File: config.mk
export PLATFORM = sky130hd
export DESIGN_NAME = redundant_sector_vote
export DESIGN_NICKNAME = d
export VERILOG_FILES = /design/src/rtl/rsv_pkg.sv /design/src/rtl/redundant_sector_vote.sv /design/src/rtl/rsv_lane.sv /design/src/rtl/rsv_merge.sv
export SDC_FILE = /design/constraint.sdc
export NUM_CORES = 1
export LEC_CHECK = 0
export BUFFER_PORTS_ARGS = -buffer_cell sky130_fd_sc_hd__buf_2
export CORE_ASPECT_RATIO = 0.75
export CORE_UTILIZATION = 48
export DETAILED_ROUTE_END_ITERATION = 10
export PLACE_DENSITY = 0.66
export RECOVER_POWER = 25
export SYNTH_ARGS = -nofsm -noshare
export SYNTH_HDL_FRONTEND = slang
export SYNTH_HIERARCHICAL = 1
export SYNTH_SLANG_ARGS = --single-unit
File: constraint.sdc
create_clock -name clk -period 35.1 [get_ports clk]
set_input_delay 3.51 -clock clk [delete_from_list [all_inputs] [get_ports clk]]
set_output_delay 3.51 -clock clk [all_outputs]
set_load 0.05 [all_outputs]
File: src/rtl/rsv_pkg.sv
// Shared types, constants and helpers for the redundant sector vote block.
// No dependencies; used by every module of the block.
package rsv_pkg;

  localparam int MAX_SRC = 8;

  localparam logic [7:0] FILL_ZERO  = 8'h00;
  localparam logic [7:0] FILL_SPACE = 8'h20;
  localparam logic [7:0] FILL_ONES  = 8'hFF;

  localparam logic CFG_ADDR_THRESH = 1'b0;

  typedef enum logic [2:0] {
    ORG_UNANIMOUS   = 3'd0,
    ORG_MAJORITY    = 3'd1,
    ORG_SPLIT       = 3'd2,
    ORG_CONSENSUS   = 3'd3,
    ORG_UNRECOVERED = 3'd4
  } origin_t;

  // whole-sector summary from lanes and masks to the merge pipeline
  typedef struct packed {
    logic [MAX_SRC-1:0][MAX_SRC-1:0] eq;
    logic [MAX_SRC-1:0]              fill;
    logic [MAX_SRC-1:0]              present;
    logic [MAX_SRC-1:0]              good;
  } summary_t;

  typedef struct packed {
    logic       sole_good;
    logic [3:0] agreement;
    origin_t    origin;
    logic [2:0] chosen_source;
    logic       has_source;
  } verdict_t;

  function automatic logic [3:0] popcount8(input logic [7:0] m);
    logic [3:0] n;
    n = 4'd0;
    for (int i = 0; i < 8; i++) begin
      n = n + {3'd0, m[i]};
    end
    return n;
  endfunction

  function automatic logic is_fill_byte(input logic [7:0] v);
    return (v == FILL_ZERO) || (v == FILL_SPACE) || (v == FILL_ONES);
  endfunction

endpackage

File: src/rtl/redundant_sector_vote.sv
// Redundant sector vote, top level: per-source lanes, mask latch, config register, merge.
// Depends on rsv_pkg, rsv_lane and rsv_merge.
//
// Takes one byte position of all source copies per beat, one beat every cycle,
// with no gap needed between sectors. The verdict for a sector leaves on the
// out channel after passing the three register stages of the merge pipeline
// (snapshot, agreement counts, verdict). Input keeps flowing while a verdict
// waits; it stalls only once all three merge stages hold verdicts that are not
// taken. Masks are sampled on a sector's first beat; source bits at or above
// SOURCES are ignored. The threshold register sits at address 0 and should be
// written only while idle.
module redundant_sector_vote #(
  parameter int SOURCES = 8
) (
  input  logic        clk,
  input  logic        rst_n,
  input  logic        in_tvalid,
  output logic        in_tready,
  input  logic [79:0] in_tdata,   // present_mask[7:0], good_mask[15:8], source_bytes[79:16]
  input  logic        in_tlast,   // last_byte
  output logic        out_tvalid,
  input  logic        out_tready,
  // has_source[0], chosen_source[3:1], origin[6:4], agreement[10:7], sole_good[11], zero[15:12]
  output logic [15:0] out_tdata,
  input  logic        cfg_psel,
  input  logic        cfg_penable,
  input  logic        cfg_pwrite,
  input  logic [2:0]  cfg_paddr,
  input  logic [31:0] cfg_pwdata,
  output logic [31:0] cfg_prdata,
  output logic        cfg_pready
);

  localparam int N = rsv_pkg::MAX_SRC;
  localparam logic [N-1:0] SRC_MASK = N'((1 << SOURCES) - 1);

  logic              beat;
  logic              first;
  logic              inside_r;
  logic [N-1:0]      present_r, good_r, present_nxt, good_nxt;
  logic [3:0]        thresh_r;
  logic [N-1:0][N-1:0] eq_rows;
  logic [N-1:0]      fill_bits;
  rsv_pkg::summary_t summary;
  rsv_pkg::verdict_t verdict;
  logic              take_ready;

  assign in_tready = take_ready;
  assign beat      = in_tvalid && in_tready;
  assign first     = !inside_r;

  assign present_nxt = first ? (in_tdata[7:0] & SRC_MASK) : present_r;
  assign good_nxt    = first ? (in_tdata[15:8] & in_tdata[7:0] & SRC_MASK) : good_r;

  genvar a;
  generate
    for (a = 0; a < N; a++) begin : g_lane
      if (a < SOURCES) begin : g_on
        rsv_lane #(
          .SOURCES(SOURCES),
          .LANE   (a)
        ) u_lane (
          .clk       (clk),
          .rst_n     (rst_n),
          .beat      (beat),
          .first     (first),
          .bytes     (in_tdata[79:16]),
          .eq_row_nxt(eq_rows[a]),
          .fill_nxt  (fill_bits[a])
        );
      end else begin : g_off
        assign eq_rows[a]   = '0;
        assign fill_bits[a] = 1'b0;
      end
    end
  endgenerate

  assign summary.eq      = eq_rows;
  assign summary.fill    = fill_bits;
  assign summary.present = present_nxt;
  assign summary.good    = good_nxt;

  always_ff @(posedge clk) begin
    if (!rst_n) begin
      inside_r  <= 1'b0;
      present_r <= '0;
      good_r    <= '0;
      thresh_r  <= 4'd0;
    end else begin
      if (beat) begin
        inside_r  <= !in_tlast;
        present_r <= present_nxt;
        good_r    <= good_nxt;
      end
      if (cfg_psel && cfg_penable && cfg_pwrite && cfg_pready
          && cfg_paddr[2] == rsv_pkg::CFG_ADDR_THRESH) begin
        thresh_r <= cfg_pwdata[3:0];
      end
    end
  end

  assign cfg_pready = 1'b1;
  assign cfg_prdata = (cfg_paddr[2] == rsv_pkg::CFG_ADDR_THRESH) ? {28'd0, thresh_r} : 32'd0;

  rsv_merge u_merge (
    .clk       (clk),
    .rst_n     (rst_n),
    .push      (beat && in_tlast),
    .summary   (summary),
    .threshold (thresh_r),
    .take_ready(take_ready),
    .res_valid (out_tvalid),
    .res_ready (out_tready),
    .res       (verdict)
  );

  assign out_tdata = {4'd0, verdict};

endmodule

File: src/rtl/rsv_lane.sv
// One source lane: first byte, uniformity and equality against every other source.
// Depends on rsv_pkg.
module rsv_lane #(
  parameter int SOURCES = 8,
  parameter int LANE    = 0
) (
  input  logic                        clk,
  input  logic                        rst_n,
  input  logic                        beat,
  input  logic                        first,
  input  logic [8*rsv_pkg::MAX_SRC-1:0] bytes,
  output logic [rsv_pkg::MAX_SRC-1:0] eq_row_nxt,
  output logic                        fill_nxt
);

  logic [7:0]                  first_val_r, first_val_nxt;
  logic                        uniform_r, uniform_nxt;
  logic [rsv_pkg::MAX_SRC-1:0] eq_r;
  logic [7:0]                  cur;

  assign cur           = bytes[8*LANE +: 8];
  assign first_val_nxt = first ? cur : first_val_r;
  assign uniform_nxt   = (first ? 1'b1 : uniform_r) & (cur == first_val_nxt);
  assign fill_nxt      = uniform_nxt & rsv_pkg::is_fill_byte(first_val_nxt);

  always_comb begin
    for (int j = 0; j < rsv_pkg::MAX_SRC; j++) begin
      if (j == LANE) begin
        eq_row_nxt[j] = 1'b1;
      end else if (j < SOURCES) begin
        eq_row_nxt[j] = (first ? 1'b1 : eq_r[j]) & (cur == bytes[8*j +: 8]);
      end else begin
        eq_row_nxt[j] = 1'b0;
      end
    end
  end

  always_ff @(posedge clk) begin
    if (!rst_n) begin
      first_val_r <= '0;
      uniform_r   <= 1'b1;
      eq_r        <= '1;
    end else if (beat) begin
      first_val_r <= first_val_nxt;
      uniform_r   <= uniform_nxt;
      eq_r        <= eq_row_nxt;
    end
  end

endmodule

File: src/rtl/rsv_merge.sv
// Merge pipeline: snapshot, agreement counts, then verdict into the output register.
// Depends on rsv_pkg.
module rsv_merge (
  input  logic                clk,
  input  logic                rst_n,
  input  logic                push,
  input  rsv_pkg::summary_t   summary,
  input  logic [3:0]          threshold,
  output logic                take_ready,
  output logic                res_valid,
  input  logic                res_ready,
  output rsv_pkg::verdict_t   res
);

  localparam int N = rsv_pkg::MAX_SRC;

  logic rdy1, rdy2, rdy3;
  logic v1_r, v2_r, v3_r;

  rsv_pkg::summary_t s1_r;

  logic [N-1:0][3:0] cg_nxt, cp_nxt, cg_r, cp_r;
  logic [3:0]        g_r, p_r;
  logic [N-1:0]      fill2_r;
  logic [2:0]        fb_nxt, fb_r;

  rsv_pkg::verdict_t res_r, res_nxt;

  assign rdy3       = !v3_r || res_ready;
  assign rdy2       = !v2_r || rdy3;
  assign rdy1       = !v1_r || rdy2;
  assign take_ready = rdy1;
  assign res_valid  = v3_r;
  assign res        = res_r;

  // match counts per copy in each mask; fallback: lowest present, non-fill first
  always_comb begin
    fb_nxt = 3'd0;
    for (int i = 0; i < N; i++) begin
      cg_nxt[i] = s1_r.good[i]    ? rsv_pkg::popcount8(s1_r.good & s1_r.eq[i])    : 4'd0;
      cp_nxt[i] = s1_r.present[i] ? rsv_pkg::popcount8(s1_r.present & s1_r.eq[i]) : 4'd0;
    end
    for (int i = N - 1; i >= 0; i--) begin
      if (s1_r.present[i]) fb_nxt = 3'(i);
    end
    for (int i = N - 1; i >= 0; i--) begin
      if (s1_r.present[i] && !s1_r.fill[i]) fb_nxt = 3'(i);
    end
  end

  // verdict
  always_comb begin
    logic [3:0] ag, ap;
    logic [2:0] bg, bp;
    ag = 4'd0;
    ap = 4'd0;
    bg = 3'd0;
    bp = 3'd0;
    for (int i = 0; i < N; i++) begin
      if (cg_r[i] > ag) begin
        ag = cg_r[i];
        bg = 3'(i);
      end
      if (cp_r[i] > ap) begin
        ap = cp_r[i];
        bp = 3'(i);
      end
    end
    res_nxt.has_source    = (p_r != 4'd0);
    res_nxt.sole_good     = (g_r == 4'd1);
    res_nxt.origin        = rsv_pkg::ORG_UNRECOVERED;
    res_nxt.chosen_source = fb_r;
    res_nxt.agreement     = 4'd0;
    if (g_r != 4'd0) begin
      res_nxt.chosen_source = bg;
      res_nxt.agreement     = ag;
      if (ag == g_r) begin
        res_nxt.origin = rsv_pkg::ORG_UNANIMOUS;
      end else if ({ag, 1'b0} > {1'b0, g_r}) begin
        res_nxt.origin = rsv_pkg::ORG_MAJORITY;
      end else begin
        res_nxt.origin = rsv_pkg::ORG_SPLIT;
      end
    end else if (threshold != 4'd0 && p_r >= threshold && ap >= threshold
                 && !fill2_r[bp]) begin
      res_nxt.origin        = rsv_pkg::ORG_CONSENSUS;
      res_nxt.chosen_source = bp;
      res_nxt.agreement     = ap;
    end
  end

  always_ff @(posedge clk) begin
    if (!rst_n) begin
      v1_r <= 1'b0;
      v2_r <= 1'b0;
      v3_r <= 1'b0;
    end else begin
      if (rdy1) v1_r <= push;
      if (rdy2) v2_r <= v1_r;
      if (rdy3) v3_r <= v2_r;
    end
  end

  always_ff @(posedge clk) begin
    if (rdy1 && push) begin
      s1_r <= summary;
    end
    if (rdy2 && v1_r) begin
      cg_r    <= cg_nxt;
      cp_r    <= cp_nxt;
      g_r     <= rsv_pkg::popcount8(s1_r.good);
      p_r     <= rsv_pkg::popcount8(s1_r.present);
      fill2_r <= s1_r.fill;
      fb_r    <= fb_nxt;
    end
    if (rdy3 && v2_r) begin
      res_r <= res_nxt;
    end
  end

endmodule

[Word-level counts from Yosys, hierarchy flattened]
Cells that the tools add are included.
Cells by class
  magnitude comparators: 20
  add/subtract/negate cells: 126
  mux-type cells: 126
  reduce and logical (&&, ||, !) cells: 64
  bitwise gates (word level): 90
  eq/ne operators: 82
Operator list (number)
  == test 8 bit: 64
  adder 4 x 1 -> 4 bit: 108
  AND 8 bit: 17
  two-way mux 8 bit: 10
  AND 1 bit: 72
  two-way mux 1 bit: 68
  two-way mux 4 bit: 17
  == test 8 x 6 -> 1 bit (second input constant): 8
  == test 8 bit (second input constant): 8
  zero test 8 bit: 8
  two-way mux 3 bit: 21
  > comparator 4 bit: 14
  adder 1 x 1 -> 2 bit: 18
  two-way mux 10 bit: 2
  logical AND 1 bit: 19
  logical OR 1 bit: 19
  two-way mux 2 bit: 7
  zero test 1 bit: 13
  nonzero test 4 bit: 3
  >= comparator 4 bit: 2
  > comparator 4 x 1 -> 1 bit (second input constant): 2
  > comparator 5 x 4 -> 1 bit: 1
  == test 4 x 1 -> 1 bit (second input constant): 1
  == test 4 bit: 1
  other kinds (5): 5
Storage, ports and cells
  output and inout port bits: 51
  logic and storage cells: 577
  input bits: 123
  register bits: 327

[Depth between registers and ports, before layout]
  word-level depth: 22
  mapped depth: 66
  depth with buffers taken out: 63

[By module]
Netlist, hierarchy kept.
By module, submodules not included
  rsv_merge: sequential area each 5555.3 µm², cells each 1127, instances 1, area an instance 12602.1 µm²
  rsv_lane: sequential area each 320.3 µm², cells each 185, instances 8, area an instance 1488.9 µm²
  redundant_sector_vote: sequential area each 420.4 µm², cells each 153, instances 1, area an instance 1352.5 µm²

[Worst setup path after synthesis]
Ideal clock, no wire load.
  kind: flip-flop to flip-flop
  start: reg u_merge/cp_r[5] in the netlist's numbering
  end: reg u_merge.res_r, in the netlist u_merge/res[1] (data pin)
  required time: 34.840 ns
  arrival time: 12.143 ns
  library setup time: 0.260 ns
  path buffers: 3
  cell stages (with the launch flop): 64
  clock period less this slack: 12.404 ns
  path slack: 22.696 ns
  path through: edfxtp_1 > ha_1 > and2b_1 > o21a_4 > o21ai_1 > mux2_2 > ha_1 > a2bb2oi_1 > a32o_1 > a211o_1 > or3_1 > and2_1 > ha_1 > a2bb2oi_1 > nand2_1 > or3_1 > and3_1 > buf_2 > [... 28 more ...] > ha_1 > nor2b_1 > o21a_1 > o21a_1 > o21ai_1 > inv_1 > nand2_1 > o21ai_0 > ha_1 > a21o_1 > a21o_1 > a21oi_1 > or3_1 > a221oi_1 > o2111ai_2 > a211oi_4 > mux2i_1 > mux2_4
RTL lines
  from (decl): RTL line rsv_merge.sv:22  | logic [N-1:0][3:0] cg_nxt, cp_nxt, cg_r, cp_r;
  from (signal assigned): RTL line rsv_merge.sv:110  | cp_r <= cp_nxt;
  to (signal assigned): RTL line rsv_merge.sv:117  | res_r <= res_nxt;
  to (decl): RTL line rsv_merge.sv:27  | rsv_pkg::verdict_t res_r, res_nxt;

==> impl_metrics.yaml <==
run_status:
  status: "finished, violations left"
  violations: "capacitance limit, slew limit"
route:
  num_vias: 20626
  wire_per_inst_um: 21.0
  first_iter_violations: 1649
  via_per_inst: 5.86
  remaining_drc_errors: 0
  finalWirelength_um: 73800
  antenna_left: 0
  first_pass_iters: 5
layout:
  layout_commonest_cell: "xnor2_1"
  fillers: 4670
  fin_area_um2: 27500
  area_growth_pct: 6.47
  layout_common_cells: "xnor2_1, nand2_1, xor2_1"
  fin_nets: 3090
  layout-drive-gt1-share_pct: 7.62
worst_setup_path:
  max_stage_delay_ns: 0.55
  cp.depth: 60
  ff2ff_path_depth: 60
  required_ns: 35.41
  endpoint: "u_merge/res[1]"
  worst-path-max-fanout: 12
  critPathLaunch: "u_merge/cp_r[7]"
  crit_buf_inv: 2
  reg2reg_from: "u_merge/cp_r[7]"
  cp_top_family: "compound AO/OA/AOI/OAI gates"
  cp.arrival_ns: 14.87
  crit_path_frequent_cell: "ha_1"
  reg2reg_to: "u_merge/res[1]"
  critPathKind: "flip-flop to flip-flop"
  critPathSlowestCell: "nor2_1"
  setup.worst_path.end_class: "flip-flop"
  startpoint_type: "flip-flop"
  r2r_slack_ns: 20.54
clock_network:
  cts_setup_buffers: 0
  cts.sinks: 335
  clk_transition_reported_paths_ns: 0.06
  clk_latency_ns: 0.57
  cts_hold_buf: 0
  tritoncts: "yes"
  cts_root_buffer: "clkbuf_16"
  cts_made_buffers: 39
  clk_path_buf_depth: 3
  htree_levels: 2
  cts.repair.resized: 0
synth:
  ys_ff_latch: 335
  synth_top_family_by_area: "XOR/XNOR gates"
  synth_ff_type: "edfxtp_1"
  synth-edff-count: 183
  synth_top_cell_by_area: "edfxtp_1"
  synthMuxAreaShare_pct: 1.45
  synthArstFlopShare_pct: 0
  yosysSeqAreaShare_pct: 33.0
  syn_inst: 2760
  synth_compound_area_share_pct: 11.9
  yosysUniqueCellTypes: 80
  yosys_warnings: 6
  synthSimpleGateAreaFrac_pct: 16.5
  syn_area_um2: 25900
  synth_top_area_share_pct: 21.2
  synth_area_leaders: "edfxtp_1, dfxtp_1, xnor2_1, xor2_1, ha_1"
  synthXorXnorAreaFrac_pct: 18.1
  syn_area_per_cell_um2: 9.37
  synth_fa_ha_area_share_pct: 11.2
floorplan:
  fp.coreArea_um2: 53100
  fp-row-count: 73
  io_pins: 174
  start_util_pct: 48.7
  dieWidth_um: 270
  die_h_um: 203
  die-area_um2: 54800
placed_design:
  port_buffers: 110
  postPlaceCellArea_um2: 26200
  place_congestion: 0.884
  dpl.hpwl_um: 50000
grt:
  grt_use_total_pct: 26.8
  grt_pass1_wl_um: 115000
  grt_max_degree: 99
  grt_pass1_vias: 20588
  antenna_found_initial: 1
  grt-ovfl-total: 0
power_and_ir_drop:
  powerDensity_nw_per_um2: 52.6
  total_power_mw: 1.45
  cellLeakagePower_nw: 10.8
  ir_drop_mv: 0.0375
sta:
  fin_skew_ns: 0.0329
  period_share_pct: 41.5
  fin_crit_ns: 14.56
  tns_ns: 0
  fmax_ghz: 0.0687
  tightest_slew_ns: 3.75
  finalHoldViolations: 0
  rsz0062_at_grt: "no"
  setup_viol: 0
  final_max_slew_viol_count: 115
  relSlewSlack_pct: -152
min_path:
  hold_class: "flip-flop to flip-flop"
  holdPathStages: 2
run:
  drv_cap: 4
## final cells by class
| class | instances | area, µm² | area share [%] |
|---|---|---|---|
| diodes | 1 | 2.50 | 0.00909 |
| clock buffers | 47 | 1090 | 3.96 |
| clock inverters | 24 | 251 | 0.913 |
| inverters | 187 | 702 | 2.55 |
| multi-input cells | 2099 | 15500 | 56.2 |
| flip-flops and latches | 335 | 8540 | 31.0 |
| well taps | 712 | 891 | 3.23 |
| repair buffers | 116 | 589 | 2.14 |
## stage by stage
step	std cells	hold slack, ns	worst slack (ns)	utilization (%)
3_5_place_dp	3449	0.465	20.69	49.4
6_report	3521	0.483	20.54	51.9
4_1_cts	3520	0.481	20.63	52.0
3_3_place_gp	3449	0.456	20.97	49.4
5_1_grt	3520	0.500	19.52	51.9
2_1_floorplan	2791	0.417	22.70	-
## worst min-delay path: stages, from the launching register on
cell	delay (ns)
dfxtp_1	0.32
nand2_1	0.06
o311ai_1	0.07
## layer usage
| metal | global-route usage (%) | share of wire (%) | vias up |
|---|---|---|---|
| met1 | 35.4 | 42 | 10096 |
| met3 | 4.70 | 8.6 | 199 |
| met5 | 0 | 0 | - |
| li1 | - | - | 9438 |
| met2 | 42.3 | 45 | 893 |
| met4 | 13.1 | 4.4 | 0 |
## sequential cells by signal, summed over array words and instances, names as in the netlist, 3 cells and up
register,flops
thresh_r,4
g_lane.g_on.u_lane/first_val_r,64
u_merge/cp_r,32
present_r,8
u_merge/p_r,4
u_merge/s1_r,88
u_merge/fill2_r,8
u_merge/res,12
good_r,8
g_lane.g_on.u_lane/eq_r,56
u_merge/g_r,4
u_merge/cg_r,32
g_lane.g_on.u_lane/uniform_r,8
u_merge/fb_r,3
## cells by family (layout without fill, tap and decap cells)
kind of cell | count (synthesis) | count (layout)
compound gates | 445 | 445
xor+xnor | 534 | 534
fa+ha+maj | 189 | 189
buf+inv | 357 | 374
flops | 335 | 335
mux | 34 | 34
other cells | 10 | 42
simple gates | 856 | 856
## cell usage after synthesis (49+ instances only)
library cell    n
xnor2_1       342
nand2_1       314
xor2_1        192
inv_1         185
edfxtp_1      183
dfxtp_1       152
o21ai_0       124
ha_1          117
and2_1        108
nand4_1        93
nor2_1         92
fa_1           72
nor4_1         69
a21oi_1        67
a21boi_0       66
buf_4          59
nand3_1        55
buf_6          49
## how the worst min path moves through the flow
stage,start,slack [ns],to
after detailed placement,g_lane[3].g_on.u_lane/eq_r[4],0.46,g_lane[3].g_on.u_lane/eq_r[4]
after global routing,g_lane[0].g_on.u_lane/eq_r[4],0.50,g_lane[0].g_on.u_lane/eq_r[4]
after global placement,g_lane[1].g_on.u_lane/eq_r[6],0.46,g_lane[1].g_on.u_lane/eq_r[6]
after floorplan,u_merge/s1_r[17],0.42,u_merge/fill2_r[1]
after CTS,g_lane[3].g_on.u_lane/eq_r[4],0.48,g_lane[3].g_on.u_lane/eq_r[4]
final,g_lane[4].g_on.u_lane/eq_r[6],0.48,g_lane[4].g_on.u_lane/eq_r[6]
## power by group
| group | switching [mW] | internal [mW] | leakage, nW |
|---|---|---|---|
| Clock | 0.171 | 0.258 | 0.655 |
| Combinational | 0.334 | 0.222 | 7.22 |
| Sequential | 0.0197 | 0.444 | 2.96 |
(Power assumes the default switching activity.)
